### src/rtl/dac_bivariate_poly_tcomp_assert.svh
// assertion macros used by the temperature compensation top module
// expects a clock named aclk and an active-low reset named aresetn in scope
`ifndef DAC_BIVARIATE_POLY_TCOMP_ASSERT_SVH
`define DAC_BIVARIATE_POLY_TCOMP_ASSERT_SVH

// property must hold at every clock edge outside reset
`define DBPT_ASSERT(label, prop, msg) \
    label: assert property (@(posedge aclk) disable iff (!aresetn) prop) else $error(msg);

// condition must never be seen at a clock edge outside reset
`define DBPT_ASSERT_NEVER(label, cond, msg) \
    label: assert property (@(posedge aclk) disable iff (!aresetn) !(cond)) else $error(msg);

`endif

### src/rtl/dbpt_pkg.sv
// types and constants for the bivariate polynomial temperature compensation
// used by dbpt_mac, dbpt_seq, the top module and the testbench; no dependencies
`default_nettype none

package dbpt_pkg;

    localparam int VAL_W       = 48;
    localparam int TEMP_DEGREE = 3;
    localparam int INNER_SHIFT = 15;
    localparam int OUTER_SHIFT = 16;

    localparam logic signed [63:0] VAL_MAX = 64'sd140737488355327;
    localparam logic signed [63:0] VAL_MIN = -64'sd140737488355328;

    localparam logic OP_LOAD    = 1'b0;
    localparam logic OP_COMPUTE = 1'b1;

    localparam int CFG_IDX_W = 2;
    localparam logic [CFG_IDX_W-1:0] REG_LOOP_MODE = 2'd0;
    localparam logic [CFG_IDX_W-1:0] REG_COMP_EN   = 2'd1;

    typedef enum logic [2:0] {
        ST_IDLE,
        ST_FIRST,
        ST_LOADC,
        ST_MUL_LO,
        ST_MUL_HI,
        ST_ADD,
        ST_DONE
    } seq_state_t;

    // datapath strobes from the sequencer
    typedef struct packed {
        logic clr_acc;
        logic load_c;
        logic mul_lo;
        logic mul_hi;
        logic add_step;
        logic outer;
    } mac_ctrl_t;

    typedef struct packed {
        logic idle;
        logic done;
    } seq_stat_t;

endpackage

`default_nettype wire

### src/rtl/dbpt_coef_mem.sv
// coefficient store: one write port, one registered read port
// depends on nothing but its parameters
`default_nettype none

module dbpt_coef_mem #(
    parameter int ADDR_W = 5,
    parameter int DATA_W = 48
) (
    input  wire logic              aclk,
    input  wire logic              wr_en,
    input  wire logic [ADDR_W-1:0] wr_addr,
    input  wire logic [DATA_W-1:0] wr_data,
    input  wire logic [ADDR_W-1:0] rd_addr,
    output logic      [DATA_W-1:0] rd_data
);

    logic [DATA_W-1:0] mem [2**ADDR_W];
    logic [DATA_W-1:0] rd_data_reg;

    always_ff @(posedge aclk) begin
        if (wr_en) begin
            mem[wr_addr] <= wr_data;
        end
        rd_data_reg <= mem[rd_addr];
    end

    assign rd_data = rd_data_reg;

endmodule

`default_nettype wire

### src/rtl/dbpt_mac.sv
// shared multiply-accumulate unit: 25x17 signed multiplier used twice per product,
// round-shift, add and saturate; depends on dbpt_pkg
`default_nettype none

module dbpt_mac
    import dbpt_pkg::*;
(
    input  wire logic                    aclk,
    input  wire mac_ctrl_t               ctl,
    input  wire logic signed [15:0]      temperature,
    input  wire logic        [15:0]      raw_code,
    input  wire logic        [VAL_W-1:0] coef_rdata,
    output logic signed      [VAL_W-1:0] acc
);

    logic signed [VAL_W-1:0] c_reg;
    logic signed [VAL_W-1:0] acc_reg;
    logic signed [63:0]      psum_reg;

    logic signed [VAL_W-1:0] op_a;
    logic signed [24:0]      a_lo;
    logic signed [24:0]      a_hi;
    logic signed [24:0]      mul_a;
    logic signed [16:0]      m_op;
    logic signed [41:0]      prod;
    logic signed [63:0]      prod_ext;
    logic signed [63:0]      rnd_const;
    logic signed [63:0]      shifted;
    logic signed [63:0]      addend;
    logic signed [63:0]      sum;
    logic signed [VAL_W-1:0] sat_val;

    always_comb begin
        op_a  = ctl.outer ? acc_reg : c_reg;
        // low half enters unsigned, high half carries the sign
        a_lo  = signed'({1'b0, op_a[23:0]});
        a_hi  = signed'({op_a[VAL_W-1], op_a[VAL_W-1:24]});
        mul_a = ctl.mul_hi ? a_hi : a_lo;
        m_op  = ctl.outer ? signed'({1'b0, raw_code})
                          : signed'({temperature[15], temperature});
        prod     = mul_a * m_op;
        prod_ext = {{22{prod[41]}}, prod};
        rnd_const = ctl.outer ? (64'sd1 <<< (OUTER_SHIFT - 1))
                              : (64'sd1 <<< (INNER_SHIFT - 1));
        shifted = ctl.outer ? (psum_reg >>> OUTER_SHIFT) : (psum_reg >>> INNER_SHIFT);
        addend  = ctl.outer ? {{16{c_reg[VAL_W-1]}}, c_reg}
                            : {{16{coef_rdata[VAL_W-1]}}, coef_rdata};
        sum = shifted + addend;
        if (sum > VAL_MAX) begin
            sat_val = VAL_MAX[VAL_W-1:0];
        end else if (sum < VAL_MIN) begin
            sat_val = VAL_MIN[VAL_W-1:0];
        end else begin
            sat_val = sum[VAL_W-1:0];
        end
    end

    always_ff @(posedge aclk) begin
        if (ctl.mul_lo) begin
            psum_reg <= prod_ext + rnd_const;
        end
        if (ctl.mul_hi) begin
            psum_reg <= psum_reg + (prod_ext <<< 24);
        end
        if (ctl.clr_acc) begin
            acc_reg <= '0;
        end
        if (ctl.load_c) begin
            c_reg <= coef_rdata;
        end
        if (ctl.add_step) begin
            if (ctl.outer) begin
                acc_reg <= sat_val;
            end else begin
                c_reg <= sat_val;
            end
        end
    end

    assign acc = acc_reg;

endmodule

`default_nettype wire

### src/rtl/dbpt_seq.sv
// sequencer: walks the coefficient groups, drives the mac strobes and store address
// depends on dbpt_pkg
`default_nettype none

module dbpt_seq
    import dbpt_pkg::*;
#(
    parameter int COEF_COUNT = 16,
    parameter int ADDR_W     = 5
) (
    input  wire logic              aclk,
    input  wire logic              aresetn,
    input  wire logic              start,
    input  wire logic [ADDR_W-1:0] base_addr,
    input  wire logic              out_free,
    output mac_ctrl_t              mac_ctl,
    output seq_stat_t              stat,
    output logic      [ADDR_W-1:0] rd_addr
);

    localparam int GROUPS = COEF_COUNT / (TEMP_DEGREE + 1);
    localparam int GRP_W  = (GROUPS > 1) ? $clog2(GROUPS) : 1;

    seq_state_t        state_reg, state_next;
    logic [ADDR_W-1:0] ptr_reg, ptr_next;
    logic [1:0]        deg_reg, deg_next;
    logic [GRP_W-1:0]  grp_reg, grp_next;
    logic              outer_reg, outer_next;

    always_comb begin
        state_next = state_reg;
        ptr_next   = ptr_reg;
        deg_next   = deg_reg;
        grp_next   = grp_reg;
        outer_next = outer_reg;
        case (state_reg)
            ST_IDLE: begin
                if (start) begin
                    ptr_next   = base_addr;
                    grp_next   = '0;
                    state_next = ST_FIRST;
                end
            end
            ST_FIRST: begin
                ptr_next   = ptr_reg + 1'b1;
                state_next = ST_LOADC;
            end
            ST_LOADC: begin
                deg_next   = '0;
                outer_next = 1'b0;
                state_next = ST_MUL_LO;
            end
            ST_MUL_LO: begin
                state_next = ST_MUL_HI;
            end
            ST_MUL_HI: begin
                state_next = ST_ADD;
            end
            ST_ADD: begin
                if (!outer_reg) begin
                    ptr_next   = ptr_reg + 1'b1;
                    state_next = ST_MUL_LO;
                    if (deg_reg == 2'(TEMP_DEGREE - 1)) begin
                        outer_next = 1'b1;
                    end else begin
                        deg_next = deg_reg + 1'b1;
                    end
                end else if (grp_reg == GRP_W'(GROUPS - 1)) begin
                    state_next = ST_DONE;
                end else begin
                    grp_next   = grp_reg + 1'b1;
                    state_next = ST_FIRST;
                end
            end
            ST_DONE: begin
                if (out_free) begin
                    state_next = ST_IDLE;
                end
            end
            default: begin
                state_next = ST_IDLE;
            end
        endcase
    end

    always_comb begin
        mac_ctl       = '0;
        mac_ctl.outer = outer_reg;
        stat          = '0;
        case (state_reg)
            ST_IDLE: begin
                stat.idle       = 1'b1;
                mac_ctl.clr_acc = start;
            end
            ST_LOADC: begin
                mac_ctl.load_c = 1'b1;
            end
            ST_MUL_LO: begin
                mac_ctl.mul_lo = 1'b1;
            end
            ST_MUL_HI: begin
                mac_ctl.mul_hi = 1'b1;
            end
            ST_ADD: begin
                mac_ctl.add_step = 1'b1;
            end
            ST_DONE: begin
                stat.done = out_free;
            end
            default: begin
                mac_ctl = '0;
            end
        endcase
    end

    always_ff @(posedge aclk) begin
        if (!aresetn) begin
            state_reg <= ST_IDLE;
            outer_reg <= 1'b0;
        end else begin
            state_reg <= state_next;
            outer_reg <= outer_next;
        end
        ptr_reg <= ptr_next;
        deg_reg <= deg_next;
        grp_reg <= grp_next;
    end

    assign rd_addr = ptr_reg;

endmodule

`default_nettype wire

### src/rtl/dac_bivariate_poly_tcomp.sv
// Temperature compensation of a DAC code by a bivariate cubic polynomial, Q24.24 result.
// A load transaction writes one coefficient; a compute transaction with compensation
// disabled passes the code through. An enabled compute walks the groups of four
// coefficients and then hands the result to the output register: each of the 16
// multiply-adds at the default size takes three passes through the one shared 25x17
// multiplier and saturating adder (low half product, high half product, round-shift-add),
// and each group first fetches its leading coefficient through the store's registered read.
// The input side is held off while a compute runs or an undelivered result occupies
// the output register. Configuration writes are taken every cycle.
// depends on dbpt_pkg, dbpt_coef_mem, dbpt_mac, dbpt_seq and the assertion macros
`default_nettype none
`include "dac_bivariate_poly_tcomp_assert.svh"

module dac_bivariate_poly_tcomp
    import dbpt_pkg::*;
#(
    parameter int COEF_COUNT = 16
) (
    input  wire logic                    aclk,
    input  wire logic                    aresetn,
    // configuration writes
    input  wire logic                    cfg_valid,
    output logic                         cfg_ready,
    input  wire logic [CFG_IDX_W-1:0]    cfg_index,
    input  wire logic [1:0]              cfg_data,
    // input transactions
    input  wire logic                    s_valid,
    output logic                         s_ready,
    input  wire logic                    s_operation,
    input  wire logic                    s_coef_set,
    input  wire logic [3:0]              s_coef_index,
    input  wire logic signed [VAL_W-1:0] s_coef_value,
    input  wire logic signed [15:0]      s_temperature,
    input  wire logic [15:0]             s_raw_code,
    // result transactions
    output logic                         m_valid,
    input  wire logic                    m_ready,
    output logic signed [VAL_W-1:0]      m_compensated_code
);

    localparam int ADDR_W = $clog2(2 * COEF_COUNT);

    logic                    loop_mode_reg;
    logic [1:0]              comp_en_reg;
    logic signed [15:0]      temp_reg;
    logic [15:0]             code_reg;
    logic                    m_valid_reg;
    logic signed [VAL_W-1:0] m_code_reg;

    logic                    s_accept;
    logic                    out_free;
    logic                    mode_en;
    logic                    start;
    logic                    pass_load;
    logic                    coef_we;
    logic [ADDR_W-1:0]       set_base;
    logic [ADDR_W-1:0]       base_addr;
    logic [ADDR_W-1:0]       wr_addr;
    logic [ADDR_W-1:0]       rd_addr;
    logic [VAL_W-1:0]        coef_rdata;
    logic signed [VAL_W-1:0] acc;
    mac_ctrl_t               mac_ctl;
    seq_stat_t               stat;

    assign cfg_ready = 1'b1;

    always_ff @(posedge aclk) begin
        if (!aresetn) begin
            loop_mode_reg <= 1'b0;
            comp_en_reg   <= 2'b00;
        end else if (cfg_valid) begin
            case (cfg_index)
                REG_LOOP_MODE: loop_mode_reg <= cfg_data[0];
                REG_COMP_EN:   comp_en_reg   <= cfg_data;
                default: begin
                end
            endcase
        end
    end

    assign out_free  = !m_valid_reg || m_ready;
    assign s_ready   = stat.idle && out_free;
    assign s_accept  = s_valid && s_ready;
    assign mode_en   = loop_mode_reg ? comp_en_reg[1] : comp_en_reg[0];
    assign start     = s_accept && (s_operation == OP_COMPUTE) && mode_en;
    assign pass_load = s_accept && (s_operation == OP_COMPUTE) && !mode_en;
    assign coef_we   = s_accept && (s_operation == OP_LOAD)
                       && (32'(s_coef_index) < COEF_COUNT);
    assign set_base  = ADDR_W'(COEF_COUNT);
    assign base_addr = loop_mode_reg ? set_base : '0;
    assign wr_addr   = (s_coef_set ? set_base : '0) + ADDR_W'(s_coef_index);

    always_ff @(posedge aclk) begin
        if (start) begin
            temp_reg <= s_temperature;
            code_reg <= s_raw_code;
        end
    end

    dbpt_coef_mem #(
        .ADDR_W (ADDR_W),
        .DATA_W (VAL_W)
    ) u_mem (
        .aclk    (aclk),
        .wr_en   (coef_we),
        .wr_addr (wr_addr),
        .wr_data (s_coef_value),
        .rd_addr (rd_addr),
        .rd_data (coef_rdata)
    );

    dbpt_seq #(
        .COEF_COUNT (COEF_COUNT),
        .ADDR_W     (ADDR_W)
    ) u_seq (
        .aclk      (aclk),
        .aresetn   (aresetn),
        .start     (start),
        .base_addr (base_addr),
        .out_free  (out_free),
        .mac_ctl   (mac_ctl),
        .stat      (stat),
        .rd_addr   (rd_addr)
    );

    dbpt_mac u_mac (
        .aclk        (aclk),
        .ctl         (mac_ctl),
        .temperature (temp_reg),
        .raw_code    (code_reg),
        .coef_rdata  (coef_rdata),
        .acc         (acc)
    );

    // output register: pass-through code or finished polynomial
    always_ff @(posedge aclk) begin
        if (!aresetn) begin
            m_valid_reg <= 1'b0;
        end else if (pass_load || stat.done) begin
            m_valid_reg <= 1'b1;
        end else if (m_ready) begin
            m_valid_reg <= 1'b0;
        end
        if (pass_load) begin
            m_code_reg <= {24'd0, s_raw_code, 8'd0};
        end else if (stat.done) begin
            m_code_reg <= acc;
        end
    end

    assign m_valid            = m_valid_reg;
    assign m_compensated_code = m_code_reg;

    `DBPT_ASSERT(a_no_result_overwrite, (pass_load || stat.done) |-> out_free, "lost result")
    `DBPT_ASSERT_NEVER(a_store_write_busy, coef_we && !stat.idle, "store written while busy")
    `DBPT_ASSERT(a_start_leaves_idle, start |=> !stat.idle, "sequencer did not start")
    `DBPT_ASSERT(a_done_gives_result, stat.done |=> m_valid_reg, "no result after evaluation")

endmodule

`default_nettype wire

### config.mk
export PLATFORM = sky130hd
export DESIGN_NAME = dac_bivariate_poly_tcomp
export DESIGN_NICKNAME = d
export VERILOG_FILES = /design/src/rtl/dbpt_pkg.sv /design/src/rtl/dbpt_coef_mem.sv /design/src/rtl/dbpt_mac.sv /design/src/rtl/dbpt_seq.sv /design/src/rtl/dac_bivariate_poly_tcomp.sv
export VERILOG_INCLUDE_DIRS = /design/src /design/src/rtl
export SDC_FILE = /design/constraint.sdc
export NUM_CORES = 2
export LEC_CHECK = 0
export ABC_AREA = 1
export ABC_CLOCK_PERIOD_IN_PS = 9660
export CORE_ASPECT_RATIO = 0.75
export CORE_MARGIN = 1.5
export CORE_UTILIZATION = 55
export CTS_CLUSTER_DIAMETER = 200
export DETAILED_ROUTE_END_ITERATION = 16
export DONT_BUFFER_PORTS = 1
export HOLD_SLACK_MARGIN = 0.03
export PLACE_DENSITY = 0.73
export SETUP_SLACK_MARGIN = 0.1
export SYNTH_ARGS = -nofsm -noshare
export SYNTH_HDL_FRONTEND = slang
export SYNTH_SLANG_ARGS = --single-unit
### constraint.sdc
create_clock -name aclk -period 9.66 [get_ports aclk]
set_input_delay 0.966 -clock aclk [delete_from_list [all_inputs] [get_ports aclk]]
set_output_delay 0.966 -clock aclk [all_outputs]
set_load 0.01 [all_outputs]
After elaboration in Yosys (flattened, before gate mapping). Memories as Yosys holds them, arrays and structs flattened. A register that Yosys moved wholly into a read port is not among the register bits. Index checks and enable logic that the tools add are counted.

Add/subtract/negate cells: 7. $mul: 1. $lt $le $gt $ge: 2. Equal/unequal tests: 15. Multiplexer cells: 51. Bitwise logic cells: 1. Reduce and logical (&&, ||, !) cells: 25.

Operators with widths (count): two-way mux 48 bit (10); two-way mux 64 bit (3); adder 49 x 64 -> 64 bit (1); adder 64 bit (1); > comparator 64 x 48 -> 1 bit, second input constant (1); < comparator 64 x 48 -> 1 bit, second input constant (1); two-way mux 24 bit (2); adder 42 x 17 -> 43 bit (1); multiplier 25 x 17 -> 42 bit (1); two-way mux 25 bit (1); one-hot mux 3 bit (7 select lines) (1); two-way mux 5 bit (4); two-way mux 17 bit (1); two-way mux 16 bit (1); two-way mux 1 bit (15); one-hot mux 5 bit (3 select lines) (1); two-way mux 3 bit (4); two-way mux 2 bit (5); nonzero test 2 bit (5); == test 3 bit, second input constant (3); inequality test 2 bit, second input constant (4); one-hot mux 2 bit (2 select lines) (2); == test 3 x 2 -> 1 bit, second input constant (2); logical AND 1 bit (6); 18 further kinds (26).

Register bits: 257. Bits in writable memories: 1536. Input port bits: 95. Logic and storage cells: 118. Memories: 1.

Memory list: u_mem.mem (words 32, bits a word 48, rd ports 1, clocked after Yosys merged registers in 1, write ports 1, line dbpt_coef_mem.sv:17) `logic [DATA_W-1:0] mem [2**ADDR_W];`.

Logic depth before layout (Yosys ltp).
Word-level depth: 10. Depth in mapped cells: 49. Mapped depth without buffers: 47.

By module. A second synthesis with hierarchy kept.

Cells, all modules: 10221. Area total of the unflattened synthesis: 97392.2 µm².

Modules (own cells, without submodules): dbpt_coef_mem (instances 1, cells each 5279, area an instance 62966.6 µm², sequential area each 47085.2 µm²); dbpt_mac (instances 1, cells each 4566, area an instance 30508.0 µm², sequential area each 3393.3 µm²); dac_bivariate_poly_tcomp (instances 1, cells each 275, area an instance 3105.5 µm², sequential area each 2162.1 µm²); dbpt_seq (instances 1, cells each 101, area an instance 812.0 µm², sequential area each 350.3 µm²).

Least setup slack after synthesis. No wires, ideal clock.

Kind: register to register. From: reg u_seq.state_reg[1]. To: reg u_mac.psum_reg[63], data pin. Arrival: 7.914 ns. Data required time: 9.403 ns. Slack: 1.489 ns. Stages on the path, launching flop included: 40. Buffers on the path: 4. Cells stage by stage: dfxtp_1 -> nor2_1 -> o21ai_0 -> nand2_1 -> buf_2 -> buf_2 -> o21ai_2 -> clkinv_1 -> clkbuf_1 -> nor2_1 -> fa_1 -> fa_1 -> inv_1 -> fa_1 -> inv_1 -> fa_1 -> inv_1 -> fa_1 -> [... 4 more ...] -> inv_1 -> nand2_1 -> nand3_1 -> o21bai_1 -> a21oi_1 -> nand3_1 -> nand2_1 -> inv_1 -> ha_1 -> clkbuf_1 -> nand4_1 -> nor4_1 -> nand3_1 -> nand3_1 -> xor2_1 -> or2_1 -> nand3_1 -> nand2_1.

Cells in the longest elaborated chain, start to end: 9.

RTL lines: start, declared (line dbpt_seq.sv:24) `seq_state_t state_reg, state_next;`; start signal, assigned (line dbpt_seq.sv:121) `state_reg <= state_next;`; == test 3 x 2 -> 1 bit, or another cell as far along (line dbpt_seq.sv:90) `case (state_reg)`; OR reduction 6 bit (no source line); two-way mux 1 bit (line dbpt_seq.sv:90); two-way mux 48 bit (line dbpt_mac.sv:34) `op_a = ctl.outer ? acc_reg : c_reg;`; two-way mux 25 bit (line dbpt_mac.sv:38) `mul_a = ctl.mul_hi ? a_hi : a_lo;`; multiplier 25 x 17 -> 42 bit (line dbpt_mac.sv:41) `prod = mul_a * m_op;`; adder 42 x 17 -> 43 bit (line dbpt_mac.sv:60) `psum_reg <= prod_ext + rnd_const;`; two-way mux 64 bit (line dbpt_mac.sv:59) `if (ctl.mul_lo) begin`; two-way mux 64 bit (*) (line dbpt_mac.sv:62) `if (ctl.mul_hi) begin`; end signal, assigned (line dbpt_mac.sv:60); end signal, assigned (line dbpt_mac.sv:63) `psum_reg <= psum_reg + (prod_ext <<< 24);`; end, declared (line dbpt_mac.sv:18) `logic signed [63:0] psum_reg;`.

Every way passes the cells marked *; elsewhere a longest branch is shown, timed or not. The select of a mux whose other input is x is not followed. A chain may end at the register's enable or synchronous reset.

Final worst setup path.
From: reg u_seq.state_reg[1]. To: reg u_mac.psum_reg[57], data pin.

Same word-level chain as after synthesis.

==> reports/metrics.csv <==
metric,value,unit
gr-total-overflow,0,
place_area,0.09839,sq mm
timing_worst_setup_path_type,register to register,
holdCritPathClass,input port to register,
largest_reg_flops,1536,
fillers,13773,
dieWidth,482.7,um
crit_path_frequent_cell,nand2_1,
async_flop_share,0,%
endpoint_kind,register,
tightest_slew,1.300,ns
fin_nets,10091,
seq_area_frac_synth,55.84,%
grt_pass1_wl,452200,um
antenna_found_initial,13,
holdBufCountCts,0,
r2r_start,u_seq.state_reg[1]$_SDFFE_PN0P_,
r2r_slack,0.32,ns
cts_tree,built,
initial_core_util,55.62,%
status,"finished, final reports clean",
synth_top_area_share,51.96,%
rr_worst_depth,40,
synth_area_leaders,"edfxtp_1, fa_1, nand2_1",
slew_violations,0,
place.gp.congestion,1.063,
fin_crit,9.338,ns
synth_cell_types,52,
cp_max_fo,49,
rows,131,
crit_path_start,u_seq.state_reg[1]$_SDFFE_PN0P_,
vias,72878,
drv_cap,0,
clock.fmax,0.1071,GHz
route.detailed.drc,0,
drt_first_iter_violations,12140,
cts.sinks,1826,
crit_slowest_cell,fa_1,
finClkSkew,0.07283,ns
avgSynthCellArea,10.11,sq um
rsz0062_at_grt,true,
wirelength,313800,um
critPathCapture,u_mac.psum_reg[57]$_DFFE_PP_,
cts_root_buf,clkbuf_16,
netlist_instances,9384,
max_stage_delay,0.53,ns
yosys-top-cells-count,"nand2_1, edfxtp_1, nor2_1",
die_area,0.1751,sq mm
gr-usage-all-layers,35.51,%
vias_per_cell,6.186,
r2r-end,u_mac.psum_reg[57]$_DFFE_PP_,
synth-edff-count,1642,
clockBufferDepth,3,
drive_gt1_share,7.407,%
syn_area,0.09490,sq mm
pin_count,146,
clock_latency,0.83,ns
period_share,96.66,%
cts_buffers,169,
ys_ff_latch,1826,
drtAntennaViolNets,0,
setup_viol,0,
ys.warnings.count,0,
io_buffers,0,
worst_setup_path_start_kind,register,
slew_headroom,13.11,%
syn_nets,10096,
design_area,0.1040,sq mm
grt_pass1_vias,67491,
synth_most_common_cell,nand2_1,
hpwlAfterDp,207900,um
core_area,0.1706,sq mm
cts_max_level,4,
clk_pin_slew,0.07,ns
yosysTopAreaCell,edfxtp_1,
required,10.20,ns
firstDrtPassIters,8,
ys.flop_type,edfxtp_1,
syn_to_final_growth,9.578,%
post-route-util,60.95,%
worstPathArrival,9.88,ns
wl_per_cell,26.64,um
hold_violations,0,
fp.dieH,362.7,um
grt_max_degree,197,
timing repair:
action / 4_1_cts / 5_1_grt
resized for setup: 14 / 67
pin swaps: 0 / 3
endpoints found under the setup margin: 2 / 20
cloned: 0 / 1
buffers inserted: 2 / 13
metrics by stage:
stage / setup TNS [ns] / hold WS, ns / cells / setup slack, ns
2_1_floorplan: 0 / 0.4499 / 9384 / 1.489
4_1_cts: 0 / 0.1797 / 11765 / 0.1013
6_report: 0 / 0.2306 / 11781 / 0.3225
5_1_grt: 0 / 0.2007 / 11779 / 0.05049
3_5_place_dp: -0.3841 / 0.4655 / 11453 / -0.3841
3_3_place_gp: -0.4576 / 0.4627 / 11453 / -0.4576
per-layer routing:
metal / vias to the layer above / GRT usage (%) / share of wire [%]
li1: 31821 / - / -
met1: 35558 / 54.69 / 41
met2: 4932 / 46.43 / 39
met3: 549 / 12.96 / 16
met4: 18 / 9.822 / 2.8
met5: - / 1.498 / 0.15
how the worst min path moves through the flow:
stage | from | endpoint | slack (ns) | depth (start not counted)
CTS | s_coef_value[38] | u_mem.mem[15][38]$_DFFE_PP_ | 0.18 | 0
floorplan | u_mac.acc[3]$_DFF_P_ | u_mac.acc[3]$_DFF_P_ | 0.45 | 2
detailed placement | u_mac.acc[21]$_DFF_P_ | u_mac.acc[21]$_DFF_P_ | 0.47 | 2
finish | s_coef_value[38] | u_mem.mem[15][38]$_DFFE_PP_ | 0.23 | 0
global placement | u_mac.acc[21]$_DFF_P_ | u_mac.acc[21]$_DFF_P_ | 0.46 | 2
global route | s_coef_value[38] | u_mem.mem[15][38]$_DFFE_PP_ | 0.20 | 0
cell usage in the layout, fill, tap and decap left out, drive strengths merged, types with 184 or more instances in the layout:
| cell | count |
|---|---|
| o21ai | 1151 |
| a21oi | 212 |
| nor2 | 1311 |
| edfxtp | 1642 |
| clkbuf | 227 |
| nand3 | 289 |
| fa | 419 |
| nand2 | 1719 |
| inv | 1038 |
| o22ai | 239 |
| dfxtp | 184 |
| ha | 198 |
| buf | 281 |
cell families after synthesis:
logic type | Yosys count | share of synthesized area [%]
compound gates | 1894 | 11.30
xor+xnor | 73 | 0.6816
fa+ha+maj | 617 | 11.45
buf+inv | 1511 | 6.087
flops | 1826 | 55.84
mux | 3 | 0.03164
other cells | 1 | 0.003951
simple gates | 3459 | 14.61
layout make-up:
class	count	area [sq um]	area share, %
Clock inverter	86	721.9	0.6942
Clock buffer	224	4476	4.304
Antenna cell	2	5.005	0.004813
Multi-Input combinational cell	6047	36630	35.22
Tap cell	2261	2829	2.720
Inverter	1051	4026	3.872
Sequential cell	1826	52990	50.96
Timing Repair Buffer	284	2313	2.225
critical path: cells and delay by family (launching register included):
family	cells	cell delay [ns]
compound gates	6	0.86
fa+ha+maj	8	3.70
buf+inv	8	1.15
flops	1	0.36
simple gates	18	2.96
Power is not shown: default switching activity piles up to over one toggle a cycle in this logic, so the estimate is an artifact.
